### src/hdl/xed_pkg.sv
// Shared types and constants of the XML entity decoder.
package xed_pkg;

  localparam int HeldDepth = 8;
  localparam int HeldIdxW  = $clog2(HeldDepth);
  localparam int CntW      = $clog2(HeldDepth + 1);
  localparam int TailDepth = 3;
  localparam int TailCntW  = 2;
  localparam int ValueW    = 20;
  localparam int NameCount = 5;

  localparam logic [7:0] ChAmp  = 8'h26;
  localparam logic [7:0] ChHash = 8'h23;
  localparam logic [7:0] ChX    = 8'h78;
  localparam logic [7:0] ChSemi = 8'h3B;

  typedef enum logic [2:0] {
    PH_IDLE,
    PH_AMP,
    PH_NAMED,
    PH_HASH,
    PH_DEC,
    PH_HEXX,
    PH_HEX
  } phase_e;

  typedef struct packed {
    logic [HeldDepth-1:0][7:0] held;
    logic [CntW-1:0]           hcnt;
    logic [TailDepth-1:0][7:0] tail;
    logic [TailCntW-1:0]       tcnt;
    logic                      last;
  } entry_t;

endpackage

### src/hdl/xed_front.sv
// Entity matcher: tracks the open entity and builds at most one output job per input transfer.
module xed_front #(
  parameter int MAX_DEC_DIGITS = 6,
  parameter int MAX_HEX_DIGITS = 5
) (
  input  logic            clk_i,
  input  logic            rst_ni,
  input  logic            in_valid_i,
  output logic            in_stall_o,
  input  logic [7:0]      in_byte_i,
  input  logic            stream_last_i,
  input  logic            q_full_i,
  output logic            push_o,
  output xed_pkg::entry_t push_entry_o
);

  localparam logic [xed_pkg::CntW-1:0] DecLimit = xed_pkg::CntW'(MAX_DEC_DIGITS + 2);
  localparam logic [xed_pkg::CntW-1:0] HexLimit = xed_pkg::CntW'(MAX_HEX_DIGITS + 3);

  function automatic logic [7:0] name_char_at(input logic [2:0] k, input logic [2:0] p);
    logic [7:0] r;
    r = 8'h00;
    unique case (k)
      3'd0: r = (p == 3'd0) ? 8'h6C : ((p == 3'd1) ? 8'h74 : 8'h00);
      3'd1: r = (p == 3'd0) ? 8'h67 : ((p == 3'd1) ? 8'h74 : 8'h00);
      3'd2: begin
        unique case (p)
          3'd0: r = 8'h61;
          3'd1: r = 8'h6D;
          3'd2: r = 8'h70;
          default: r = 8'h00;
        endcase
      end
      3'd3: begin
        unique case (p)
          3'd0: r = 8'h61;
          3'd1: r = 8'h70;
          3'd2: r = 8'h6F;
          3'd3: r = 8'h73;
          default: r = 8'h00;
        endcase
      end
      3'd4: begin
        unique case (p)
          3'd0: r = 8'h71;
          3'd1: r = 8'h75;
          3'd2: r = 8'h6F;
          3'd3: r = 8'h74;
          default: r = 8'h00;
        endcase
      end
      default: r = 8'h00;
    endcase
    return r;
  endfunction

  function automatic logic [2:0] name_len(input logic [2:0] k);
    logic [2:0] r;
    unique case (k) inside
      3'd0, 3'd1: r = 3'd2;
      3'd2:       r = 3'd3;
      3'd3, 3'd4: r = 3'd4;
      default:    r = 3'd0;
    endcase
    return r;
  endfunction

  function automatic logic [7:0] name_out(input logic [2:0] k);
    logic [7:0] r;
    unique case (k)
      3'd0:    r = 8'h3C;
      3'd1:    r = 8'h3E;
      3'd2:    r = 8'h26;
      3'd3:    r = 8'h27;
      3'd4:    r = 8'h22;
      default: r = 8'h00;
    endcase
    return r;
  endfunction

  xed_pkg::phase_e                    phase_q, phase_d;
  logic [xed_pkg::CntW-1:0]           cnt_q, cnt_d;
  logic [xed_pkg::ValueW-1:0]         val_q, val_d;
  logic [xed_pkg::NameCount-1:0]      mask_q, mask_d;
  logic [xed_pkg::HeldDepth-1:0][7:0] held_q, held_d;

  logic                               accept;
  logic [7:0]                         c;
  logic                               is_dec;
  logic [3:0]                         dec_val;
  logic                               is_hex;
  logic [3:0]                         hex_val;
  logic [2:0]                         pos;
  logic [xed_pkg::NameCount-1:0]      first_mask, next_mask, exact_mask;
  logic [7:0]                         exact_char;
  logic                               consumed, hold_c, finish, do_clear, use_held, idle_path;
  logic [xed_pkg::TailDepth-1:0][7:0] tail;
  logic [xed_pkg::TailCntW-1:0]       tcnt;
  logic [xed_pkg::ValueW-1:0]         v;

  assign accept     = in_valid_i && !q_full_i;
  assign in_stall_o = q_full_i;
  assign c          = in_byte_i;
  assign pos        = 3'(cnt_q - xed_pkg::CntW'(1));

  always_comb begin
    is_dec  = (c >= 8'h30) && (c <= 8'h39);
    dec_val = c[3:0];
    is_hex  = 1'b1;
    hex_val = c[3:0];
    if (is_dec) begin
      hex_val = c[3:0];
    end else if ((c >= 8'h61 && c <= 8'h66) || (c >= 8'h41 && c <= 8'h46)) begin
      hex_val = 4'(c[2:0] + 3'd1) + 4'd8;
    end else begin
      is_hex = 1'b0;
    end
  end

  always_comb begin
    exact_char = 8'h00;
    for (int k = 0; k < xed_pkg::NameCount; k++) begin
      first_mask[k] = (name_char_at(3'(k), 3'd0) == c);
      next_mask[k]  = mask_q[k] && (pos < name_len(3'(k))) && (name_char_at(3'(k), pos) == c);
      exact_mask[k] = mask_q[k] && (name_len(3'(k)) == pos);
    end
    for (int k = xed_pkg::NameCount - 1; k >= 0; k--) begin
      if (exact_mask[k]) begin
        exact_char = name_out(3'(k));
      end
    end
  end

  always_comb begin
    phase_d   = phase_q;
    cnt_d     = cnt_q;
    val_d     = val_q;
    mask_d    = mask_q;
    held_d    = held_q;
    consumed  = 1'b0;
    hold_c    = 1'b0;
    finish    = 1'b0;
    do_clear  = 1'b0;
    use_held  = 1'b0;
    idle_path = 1'b0;
    tail      = '0;
    tcnt      = '0;
    v         = val_q;

    unique case (phase_q)
      xed_pkg::PH_AMP: begin
        if (c == xed_pkg::ChHash) begin
          consumed = 1'b1;
          hold_c   = 1'b1;
          phase_d  = xed_pkg::PH_HASH;
        end else if (|first_mask) begin
          consumed = 1'b1;
          hold_c   = 1'b1;
          phase_d  = xed_pkg::PH_NAMED;
          mask_d   = first_mask;
        end
      end
      xed_pkg::PH_NAMED: begin
        if (c == xed_pkg::ChSemi) begin
          if (|exact_mask) begin
            consumed = 1'b1;
            do_clear = 1'b1;
            tail[0]  = exact_char;
            tcnt     = 2'd1;
          end
        end else if (|next_mask) begin
          consumed = 1'b1;
          hold_c   = 1'b1;
          mask_d   = next_mask;
        end
      end
      xed_pkg::PH_HASH: begin
        if (c == xed_pkg::ChX) begin
          consumed = 1'b1;
          hold_c   = 1'b1;
          phase_d  = xed_pkg::PH_HEXX;
        end else if (is_dec) begin
          consumed = 1'b1;
          hold_c   = 1'b1;
          phase_d  = xed_pkg::PH_DEC;
          val_d    = xed_pkg::ValueW'(dec_val);
        end
      end
      xed_pkg::PH_DEC: begin
        if (c == xed_pkg::ChSemi) begin
          consumed = 1'b1;
          finish   = 1'b1;
        end else if (is_dec && (cnt_q < DecLimit)) begin
          consumed = 1'b1;
          hold_c   = 1'b1;
          val_d    = val_q * xed_pkg::ValueW'(10) + xed_pkg::ValueW'(dec_val);
        end
      end
      xed_pkg::PH_HEXX: begin
        if (is_hex) begin
          consumed = 1'b1;
          hold_c   = 1'b1;
          phase_d  = xed_pkg::PH_HEX;
          val_d    = xed_pkg::ValueW'(hex_val);
        end
      end
      xed_pkg::PH_HEX: begin
        if (c == xed_pkg::ChSemi) begin
          consumed = 1'b1;
          finish   = 1'b1;
        end else if (is_hex && (cnt_q < HexLimit)) begin
          consumed = 1'b1;
          hold_c   = 1'b1;
          val_d    = {val_q[xed_pkg::ValueW-5:0], hex_val};
        end
      end
      default: begin
        consumed = 1'b0;
      end
    endcase

    if (finish) begin
      do_clear = 1'b1;
      if (v == '0) begin
        tcnt = 2'd0;
      end else if (v < xed_pkg::ValueW'(20'h80)) begin
        tail[0] = v[7:0];
        tcnt    = 2'd1;
      end else if (v < xed_pkg::ValueW'(20'h800)) begin
        tail[0] = {3'b110, v[10:6]};
        tail[1] = {2'b10, v[5:0]};
        tcnt    = 2'd2;
      end else if (v <= xed_pkg::ValueW'(20'hFFFF)) begin
        tail[0] = {4'b1110, v[15:12]};
        tail[1] = {2'b10, v[11:6]};
        tail[2] = {2'b10, v[5:0]};
        tcnt    = 2'd3;
      end else begin
        use_held = 1'b1;
        tail[0]  = xed_pkg::ChSemi;
        tcnt     = 2'd1;
      end
    end

    if (hold_c) begin
      if (stream_last_i) begin
        use_held = 1'b1;
        tail[0]  = c;
        tcnt     = 2'd1;
        do_clear = 1'b1;
      end else begin
        held_d[cnt_q[xed_pkg::HeldIdxW-1:0]] = c;
        cnt_d = cnt_q + xed_pkg::CntW'(1);
      end
    end

    if (!consumed) begin
      idle_path = 1'b1;
      if (phase_q != xed_pkg::PH_IDLE) begin
        use_held = 1'b1;
      end
    end

    if (do_clear) begin
      phase_d = xed_pkg::PH_IDLE;
      cnt_d   = '0;
      val_d   = '0;
    end

    if (idle_path) begin
      if (c == xed_pkg::ChAmp) begin
        if (stream_last_i) begin
          tail[0] = c;
          tcnt    = 2'd1;
          phase_d = xed_pkg::PH_IDLE;
          cnt_d   = '0;
          val_d   = '0;
        end else begin
          held_d[0] = c;
          cnt_d     = xed_pkg::CntW'(1);
          phase_d   = xed_pkg::PH_AMP;
          val_d     = '0;
        end
      end else begin
        tail[0] = c;
        tcnt    = 2'd1;
        phase_d = xed_pkg::PH_IDLE;
        cnt_d   = '0;
        val_d   = '0;
      end
    end
  end

  always_comb begin
    push_entry_o.held = held_q;
    push_entry_o.hcnt = use_held ? cnt_q : '0;
    push_entry_o.tail = tail;
    push_entry_o.tcnt = tcnt;
    push_entry_o.last = stream_last_i;
    push_o = accept && (use_held || (tcnt != '0) || stream_last_i);
  end

  always_ff @(posedge clk_i or negedge rst_ni) begin
    if (!rst_ni) begin
      phase_q <= xed_pkg::PH_IDLE;
      cnt_q   <= '0;
      val_q   <= '0;
      mask_q  <= '0;
    end else if (accept) begin
      phase_q <= phase_d;
      cnt_q   <= cnt_d;
      val_q   <= val_d;
      mask_q  <= mask_d;
    end
  end

  always_ff @(posedge clk_i) begin
    if (accept) begin
      held_q <= held_d;
    end
  end

endmodule

### src/hdl/xed_queue.sv
// Job queue between the entity matcher and the byte emitter.
module xed_queue #(
  parameter int Depth = 4
) (
  input  logic            clk_i,
  input  logic            rst_ni,
  input  logic            push_i,
  input  xed_pkg::entry_t push_entry_i,
  output logic            full_o,
  output logic            valid_o,
  output xed_pkg::entry_t head_o,
  input  logic            pop_i
);

  localparam int AddrW  = (Depth > 1) ? $clog2(Depth) : 1;
  localparam int CountW = $clog2(Depth + 1);

  xed_pkg::entry_t    mem_q [Depth];
  logic [AddrW-1:0]   wr_q, rd_q;
  logic [CountW-1:0]  count_q;
  logic               do_push, do_pop;

  assign full_o  = (count_q == CountW'(Depth));
  assign valid_o = (count_q != '0);
  assign head_o  = mem_q[rd_q];
  assign do_push = push_i && !full_o;
  assign do_pop  = pop_i && valid_o;

  always_ff @(posedge clk_i or negedge rst_ni) begin
    if (!rst_ni) begin
      wr_q    <= '0;
      rd_q    <= '0;
      count_q <= '0;
    end else begin
      if (do_push) begin
        wr_q <= (wr_q == AddrW'(Depth - 1)) ? '0 : wr_q + AddrW'(1);
      end
      if (do_pop) begin
        rd_q <= (rd_q == AddrW'(Depth - 1)) ? '0 : rd_q + AddrW'(1);
      end
      if (do_push && !do_pop) begin
        count_q <= count_q + CountW'(1);
      end else if (do_pop && !do_push) begin
        count_q <= count_q - CountW'(1);
      end
    end
  end

  always_ff @(posedge clk_i) begin
    if (do_push) begin
      mem_q[wr_q] <= push_entry_i;
    end
  end

endmodule

### src/hdl/xed_back.sv
// Byte emitter: walks the head job byte by byte into the output register.
module xed_back (
  input  logic            clk_i,
  input  logic            rst_ni,
  input  logic            head_valid_i,
  input  xed_pkg::entry_t head_i,
  output logic            pop_o,
  output logic            out_valid_o,
  input  logic            out_stall_i,
  output logic [7:0]      out_byte_o,
  output logic            has_byte_o,
  output logic            run_last_o,
  output logic            stream_end_o
);

  localparam int IdxW = xed_pkg::CntW;

  logic [IdxW-1:0] idx_q, idx_d;
  logic [IdxW-1:0] total, off;
  logic            out_valid_q, out_valid_d;
  logic [7:0]      byte_q, byte_d;
  logic            has_q, has_d, run_q, run_d, end_q, end_d;
  logic            emit, fin;

  always_comb begin
    emit  = head_valid_i && (!out_valid_q || !out_stall_i);
    total = head_i.hcnt + IdxW'(head_i.tcnt);
    off   = idx_q - head_i.hcnt;
    fin   = (total == '0) || (idx_q == total - IdxW'(1));
    if (total == '0) begin
      byte_d = 8'h00;
      has_d  = 1'b0;
    end else if (idx_q < head_i.hcnt) begin
      byte_d = head_i.held[idx_q[xed_pkg::HeldIdxW-1:0]];
      has_d  = 1'b1;
    end else begin
      byte_d = head_i.tail[off[xed_pkg::TailCntW-1:0]];
      has_d  = 1'b1;
    end
    run_d = fin;
    end_d = fin && head_i.last;
    pop_o = emit && fin;
    idx_d = idx_q;
    if (emit) begin
      idx_d = fin ? '0 : idx_q + IdxW'(1);
    end
    if (emit) begin
      out_valid_d = 1'b1;
    end else begin
      out_valid_d = out_valid_q && out_stall_i;
    end
  end

  always_ff @(posedge clk_i or negedge rst_ni) begin
    if (!rst_ni) begin
      idx_q       <= '0;
      out_valid_q <= 1'b0;
    end else begin
      idx_q       <= idx_d;
      out_valid_q <= out_valid_d;
    end
  end

  always_ff @(posedge clk_i) begin
    if (emit) begin
      byte_q <= byte_d;
      has_q  <= has_d;
      run_q  <= run_d;
      end_q  <= end_d;
    end
  end

  assign out_valid_o  = out_valid_q;
  assign out_byte_o   = byte_q;
  assign has_byte_o   = has_q;
  assign run_last_o   = run_q;
  assign stream_end_o = end_q;

endmodule

### src/hdl/xml_entity_decoder_core.sv
// Top level of the streaming XML entity decoder.
// Escaped text enters one byte per transfer and decoded bytes leave one per transfer. A byte
// that makes at most one output byte is a single-byte job, so plain text streams at one byte
// per clock while the output does not stall; a byte that releases several output bytes (a
// flushed partial entity, a multi-byte UTF-8 character, or the literal text of an oversized
// numeric entity, up to nine bytes) is sent one output byte per transfer by the emitter, which
// drains a small job queue. The input keeps flowing while that queue has room, so the input
// stalls only when the queue is full. Bytes held inside an open entity produce no output until
// it resolves, and the final byte of a stream always yields at least one output transfer, an
// empty one with has_byte_o low when nothing else is due.
module xml_entity_decoder_core #(
  parameter int MAX_DEC_DIGITS = 6,
  parameter int MAX_HEX_DIGITS = 5,
  parameter int QUEUE_DEPTH    = 4
) (
  input  logic       clk_i,
  input  logic       rst_ni,
  input  logic       in_valid_i,
  output logic       in_stall_o,
  input  logic [7:0] in_byte_i,
  input  logic       stream_last_i,
  output logic       out_valid_o,
  input  logic       out_stall_i,
  output logic [7:0] out_byte_o,
  output logic       has_byte_o,
  output logic       run_last_o,
  output logic       stream_end_o
);

  logic            q_full, q_valid, push, pop;
  xed_pkg::entry_t push_entry, head;

  xed_front #(
    .MAX_DEC_DIGITS(MAX_DEC_DIGITS),
    .MAX_HEX_DIGITS(MAX_HEX_DIGITS)
  ) u_front (
    .clk_i        (clk_i),
    .rst_ni       (rst_ni),
    .in_valid_i   (in_valid_i),
    .in_stall_o   (in_stall_o),
    .in_byte_i    (in_byte_i),
    .stream_last_i(stream_last_i),
    .q_full_i     (q_full),
    .push_o       (push),
    .push_entry_o (push_entry)
  );

  xed_queue #(
    .Depth(QUEUE_DEPTH)
  ) u_queue (
    .clk_i       (clk_i),
    .rst_ni      (rst_ni),
    .push_i      (push),
    .push_entry_i(push_entry),
    .full_o      (q_full),
    .valid_o     (q_valid),
    .head_o      (head),
    .pop_i       (pop)
  );

  xed_back u_back (
    .clk_i       (clk_i),
    .rst_ni      (rst_ni),
    .head_valid_i(q_valid),
    .head_i      (head),
    .pop_o       (pop),
    .out_valid_o (out_valid_o),
    .out_stall_i (out_stall_i),
    .out_byte_o  (out_byte_o),
    .has_byte_o  (has_byte_o),
    .run_last_o  (run_last_o),
    .stream_end_o(stream_end_o)
  );

endmodule
### config.mk
export PLATFORM = sky130hd
export DESIGN_NAME = xml_entity_decoder_core
export DESIGN_NICKNAME = d
export VERILOG_FILES = /design/src/hdl/xed_pkg.sv /design/src/hdl/xed_front.sv /design/src/hdl/xed_queue.sv /design/src/hdl/xed_back.sv /design/src/hdl/xml_entity_decoder_core.sv
export SDC_FILE = /design/constraint.sdc
export NUM_CORES = 1
export LEC_CHECK = 0
export BUFFER_PORTS_ARGS = -buffer_cell sky130_fd_sc_hd__buf_2
export CAP_MARGIN = 10
export CORE_AREA = 2 2 203 205
export CTS_CLUSTER_DIAMETER = 50
export DETAILED_ROUTE_END_ITERATION = 10
export DIE_AREA = 0 0 205 207
export GPL_ROUTABILITY_DRIVEN = 0
export PLACE_DENSITY_LB_ADDON = 0.12
export SETUP_SLACK_MARGIN = 0.15
export SYNTH_ARGS = -nofsm -noshare
export SYNTH_HDL_FRONTEND = slang
export SYNTH_SLANG_ARGS = --single-unit
### constraint.sdc
create_clock -name clk_i -period 18.05 [get_ports clk_i]
set_clock_uncertainty 0.1 [all_clocks]
set_input_delay 4.5125 -clock clk_i [delete_from_list [all_inputs] [get_ports clk_i]]
set_output_delay 4.5125 -clock clk_i [all_outputs]
set_load 0.005 [all_outputs]
==> impl.org <==
** Layout
- Leading cell types in the layout, fill and taps excluded :: 447 x edfxtp_1, 109 x mux4_2, 80 x nand2_1, 78 x nor2_1, 57 x ha_1
- The final layout contains 1455 nets.
- Of the cells placed in the final design, the portion with a size suffix greater than 1 is 0.188.
- The library cell used most frequently in the layout, excluding fill and tap cells, is edfxtp_1.
- After the flow finishes, the layout carries non-filler instances totaling approximately 2000.
- Compared with the post-synthesis result, the final layout area differs by 10.6%.

** Logic synthesis
- Cell types with the largest area share after synthesis :: edfxtp_1 61%, mux4_2 11%, dfrtp_1 5.0%
- In the synthesized netlist the dominant register cell turns out to be edfxtp_1.
- Flip-flop and latch count after synthesis :: 491
- The share of synthesized area in the top cell type comes to 0.612.
- Cell type contributing the most total cell area after synthesis :: edfxtp_1
- Summing every instance area after synthesis gives 21900 µm².
- Sequential share of the synthesized area :: 0.662
- Number of library cell types mapped by synthesis :: 82
- Async S/R FF share, synth :: 0.0896
- Yosys synthesis warning count :: 0
- Average size of a mapped cell :: 16.2 µm²
- In this run, synthesis inferred 447 flip-flops with an integrated enable.
- Synthesized netlist net count :: 1425
- Synthesis handed over a netlist of 1350 instances.

** Clocking
- Clock Sink Count :: 491
- Clk Latency, worst-skew pair :: 0.59 ns
- Level count of the clock H-tree :: 2
- Number of gates given a new drive strength after cts :: 0
- Clock tree synthesis inserted a total of 53 buffers.
- TritonCTS built the clock tree.
- Clock-pin slew was measured on the worst setup and hold paths at 0.06 ns.
- Maximum number of buffers from clock root to sink :: 3
- Post-CTS repair timing setup buffer count :: 0
- After clock tree synthesis, the flow added hold-fix buffers numbering 0.
- CTS placed an instance of clkbuf_16 at the clock tree root.

** Timing
- Final worst-path setup slack :: around 8.9 ns
- Max-slew violations :: 0
- The hold violation count in the final report came to 0.
- Hold slack final :: 0.395 ns
- Final critical path time including I/O delays and setup :: 9.11 ns
- Unrepaired setup endpoints after global routing :: false
- In the final timing run, aggregate negative setup slack is 0 ns.
- Number of setup violations in the final report :: 0
- In this run the tightest slew margin relative to its limit is 0.342.
- Of the available clock period, the critical path in the final layout requires 0.505.
- Timing would allow up to 110 MHz.
- At the pin with the least slew margin, the transition time is 0.987 ns.

** Pwr
- The completed layout was analyzed and its total power is 3570 µW.
- Power density over the cells :: around 150 nW/µm²
- VDD IR-drop max :: 78.9 µV
- Leakage power total :: 0.00833 µW

** Setup path
- Measured in cells, the most critical reg-to-reg path has a length of 16.
- In this run the worst path has a maximum fanout of 54.
- The most critical setup path has its startpoint at in_byte_i[0].
- Setup crit end kind :: flop
- STA classifies the critical path startpoint as a primary input.
- Crit path required time :: around 18 ns
- Data on the critical path arrives at its endpoint at 9.23 ns.
- The worst setup path is of the primary input to flop kind.
- In this run the critical register-to-register path is launched from u_queue.rd_q[0].

** Routing
- The first routing iteration left 1130 violations.
- The routed design has 46800 µm of wire.
- # DRC :: 0
- The routed layout has 12100 vias.
- In the final routed layout, each cell accounts on average for 24.0 µm.
- Using the TritonRoute via totals, the vias-per-cell ratio works out to 6.17.
- DRT antenna net count :: 0
- Detailed-routing iteration count for the pre-antenna-repair pass :: 5

** GRT
- The number of global-route vias before repair came to 12100.
- The number of antenna violations at the first check in global routing was 1.
- Wire length of the first global-routing pass :: between 70000 and 80000 µm
- GRT Resource Usage Total :: 0.228
- The total overflow left after global routing is 0.
- Entering global routing, the biggest net connects 66 pins.

** Floorplan
- The die covers 42400 µm².
- The floorplan has 74 rows.
- In this run the count of I/O pins placed on the die edge is 26.
- For this configuration, the core starts out at a cell density of 0.543.
- In this run the vertical extent of the chip is roughly 210 µm.
- Core Box Area :: between 40000 and 50000 µm²
- Die width :: ~200 µm

** Run
- Number of max-capacitance violations reported :: 0

** Placement
- Including well taps, the total number of placed cells is 1857.
- Timing analysis after detailed placement gives a worst setup slack of around 8.3 ns.
- Placed wire-length estimate :: 29400 µm
- Buffers added on ports :: 25

** Min path
- In this run the most critical hold path is launched from u_front.push_entry_o[86].
- Along the worst hold path, the cell count comes to 0.
- The min-delay analysis places its worst path in the category flop to flop.

** Outcome
- Run status :: complete, no violations
## cell type report
cell class | instances | area (µm²)
Sequential cell | 491 | 14500
Timing Repair Buffer | 45 | 275
Tap cell | 532 | 666
Antenna cell | 1 | 2.50
Inverter | 31 | 116
Fill cell | 3039 | 16100
Clock inverter | 33 | 287
Clock buffer | 64 | 1370
Multi-Input combinational cell | 758 | 7010
## sequential cells by signal, indices dropped and copies added, names as in the netlist, 4 cells and up, named ones only
register              cells
u_front.v                20
u_front.mask_q            5
u_front.push_entry_o     56
u_back.out_byte_o         8
u_front.cnt_q             4
u_back.idx_q              4
u_queue.mem_q           372
## layer usage
layer / global-route usage / share of wire / vias to the layer above
met5: 0 / 0 / -
met4: 0.0558 / 0.016 / 0
met3: 0.0289 / 0.051 / 55
met2: 0.369 / 0.49 / 315
met1: 0.333 / 0.45 / 6257
li1: - / - / 5431
## worst paths after layout
kind                                              to  slack, ns
worst min-delay path            u_queue.mem_q[2][86]       0.39
worst min register to register  u_queue.mem_q[2][86]       0.39
worst max-delay path            u_queue.mem_q[3][92]       8.94
worst max register to register    u_queue.count_q[1]      11.62
max in group asynchronous            u_queue.rd_q[0]      13.35
min in group asynchronous              u_front.v[11]       3.95
## where the power goes
part	leakage, µW	switching (µW)	total, µW	internal, µW
clock	0.000805	434	1020	588
sequential	0.00473	90.5	1560	1460
combinational	0.00279	544	989	445
total	0.00833	1070	3570	2500
## cell usage after synthesis (5+ instances only)
library cell,count
xnor2_1,34
nor3_1,19
nand3_1,18
fa_1,5
buf_2,10
o21ai_2,6
ha_1,57
a21o_1,13
mux2_2,8
edfxtp_1,447
a311oi_1,9
o31ai_1,9
xor2_1,12
buf_1,9
nor2_1,78
a32oi_1,6
mux2_1,5
o21ai_0,33
nor4_1,9
and3_1,5
inv_1,29
mux4_2,109
o21ai_1,15
and2_1,24
a211oi_1,13
a22oi_1,14
clkbuf_1,49
a31oi_1,6
mux2i_1,24
nand2b_1,14
nand4_1,7
nand2_1,80
dfrtp_1,44
a21oi_1,34
nor2b_1,8
## cells by family after synthesis
logic type               synth area share
flip-flops                          0.662
AND/OR/NAND/NOR                    0.0658
AO/OA/AOI/OAI                      0.0675
multiplexers                        0.130
buffers and inverters              0.0185
adder cells (fa/ha/maj)            0.0371
XOR/XNOR                           0.0191
## critical path, stage by stage
cell and delay (ns):
buf_2 0.35, inv_2 0.17, ha_1 0.30, mux2_2 0.28, a32o_1 0.27, a211oi_1 0.23, a311o_1 0.19, o31a_1 0.25
nand4b_1 0.20, a21o_1 0.21, a31oi_1 0.72, and2_4 0.71, buf_4 0.78
## per-stage QoR
| stage | cell area [µm²] | utilization |
|---|---|---|
| 6_report | 24300 | 0.601 |
| 5_1_grt | 24300 | 0.601 |
| 4_1_cts | 24300 | 0.601 |
| 3_5_place_dp | 22600 | 0.560 |
| 3_3_place_gp | 22600 | 0.560 |
| 2_1_floorplan | 21900 | - |
Power figures use the tool's default switching activity.
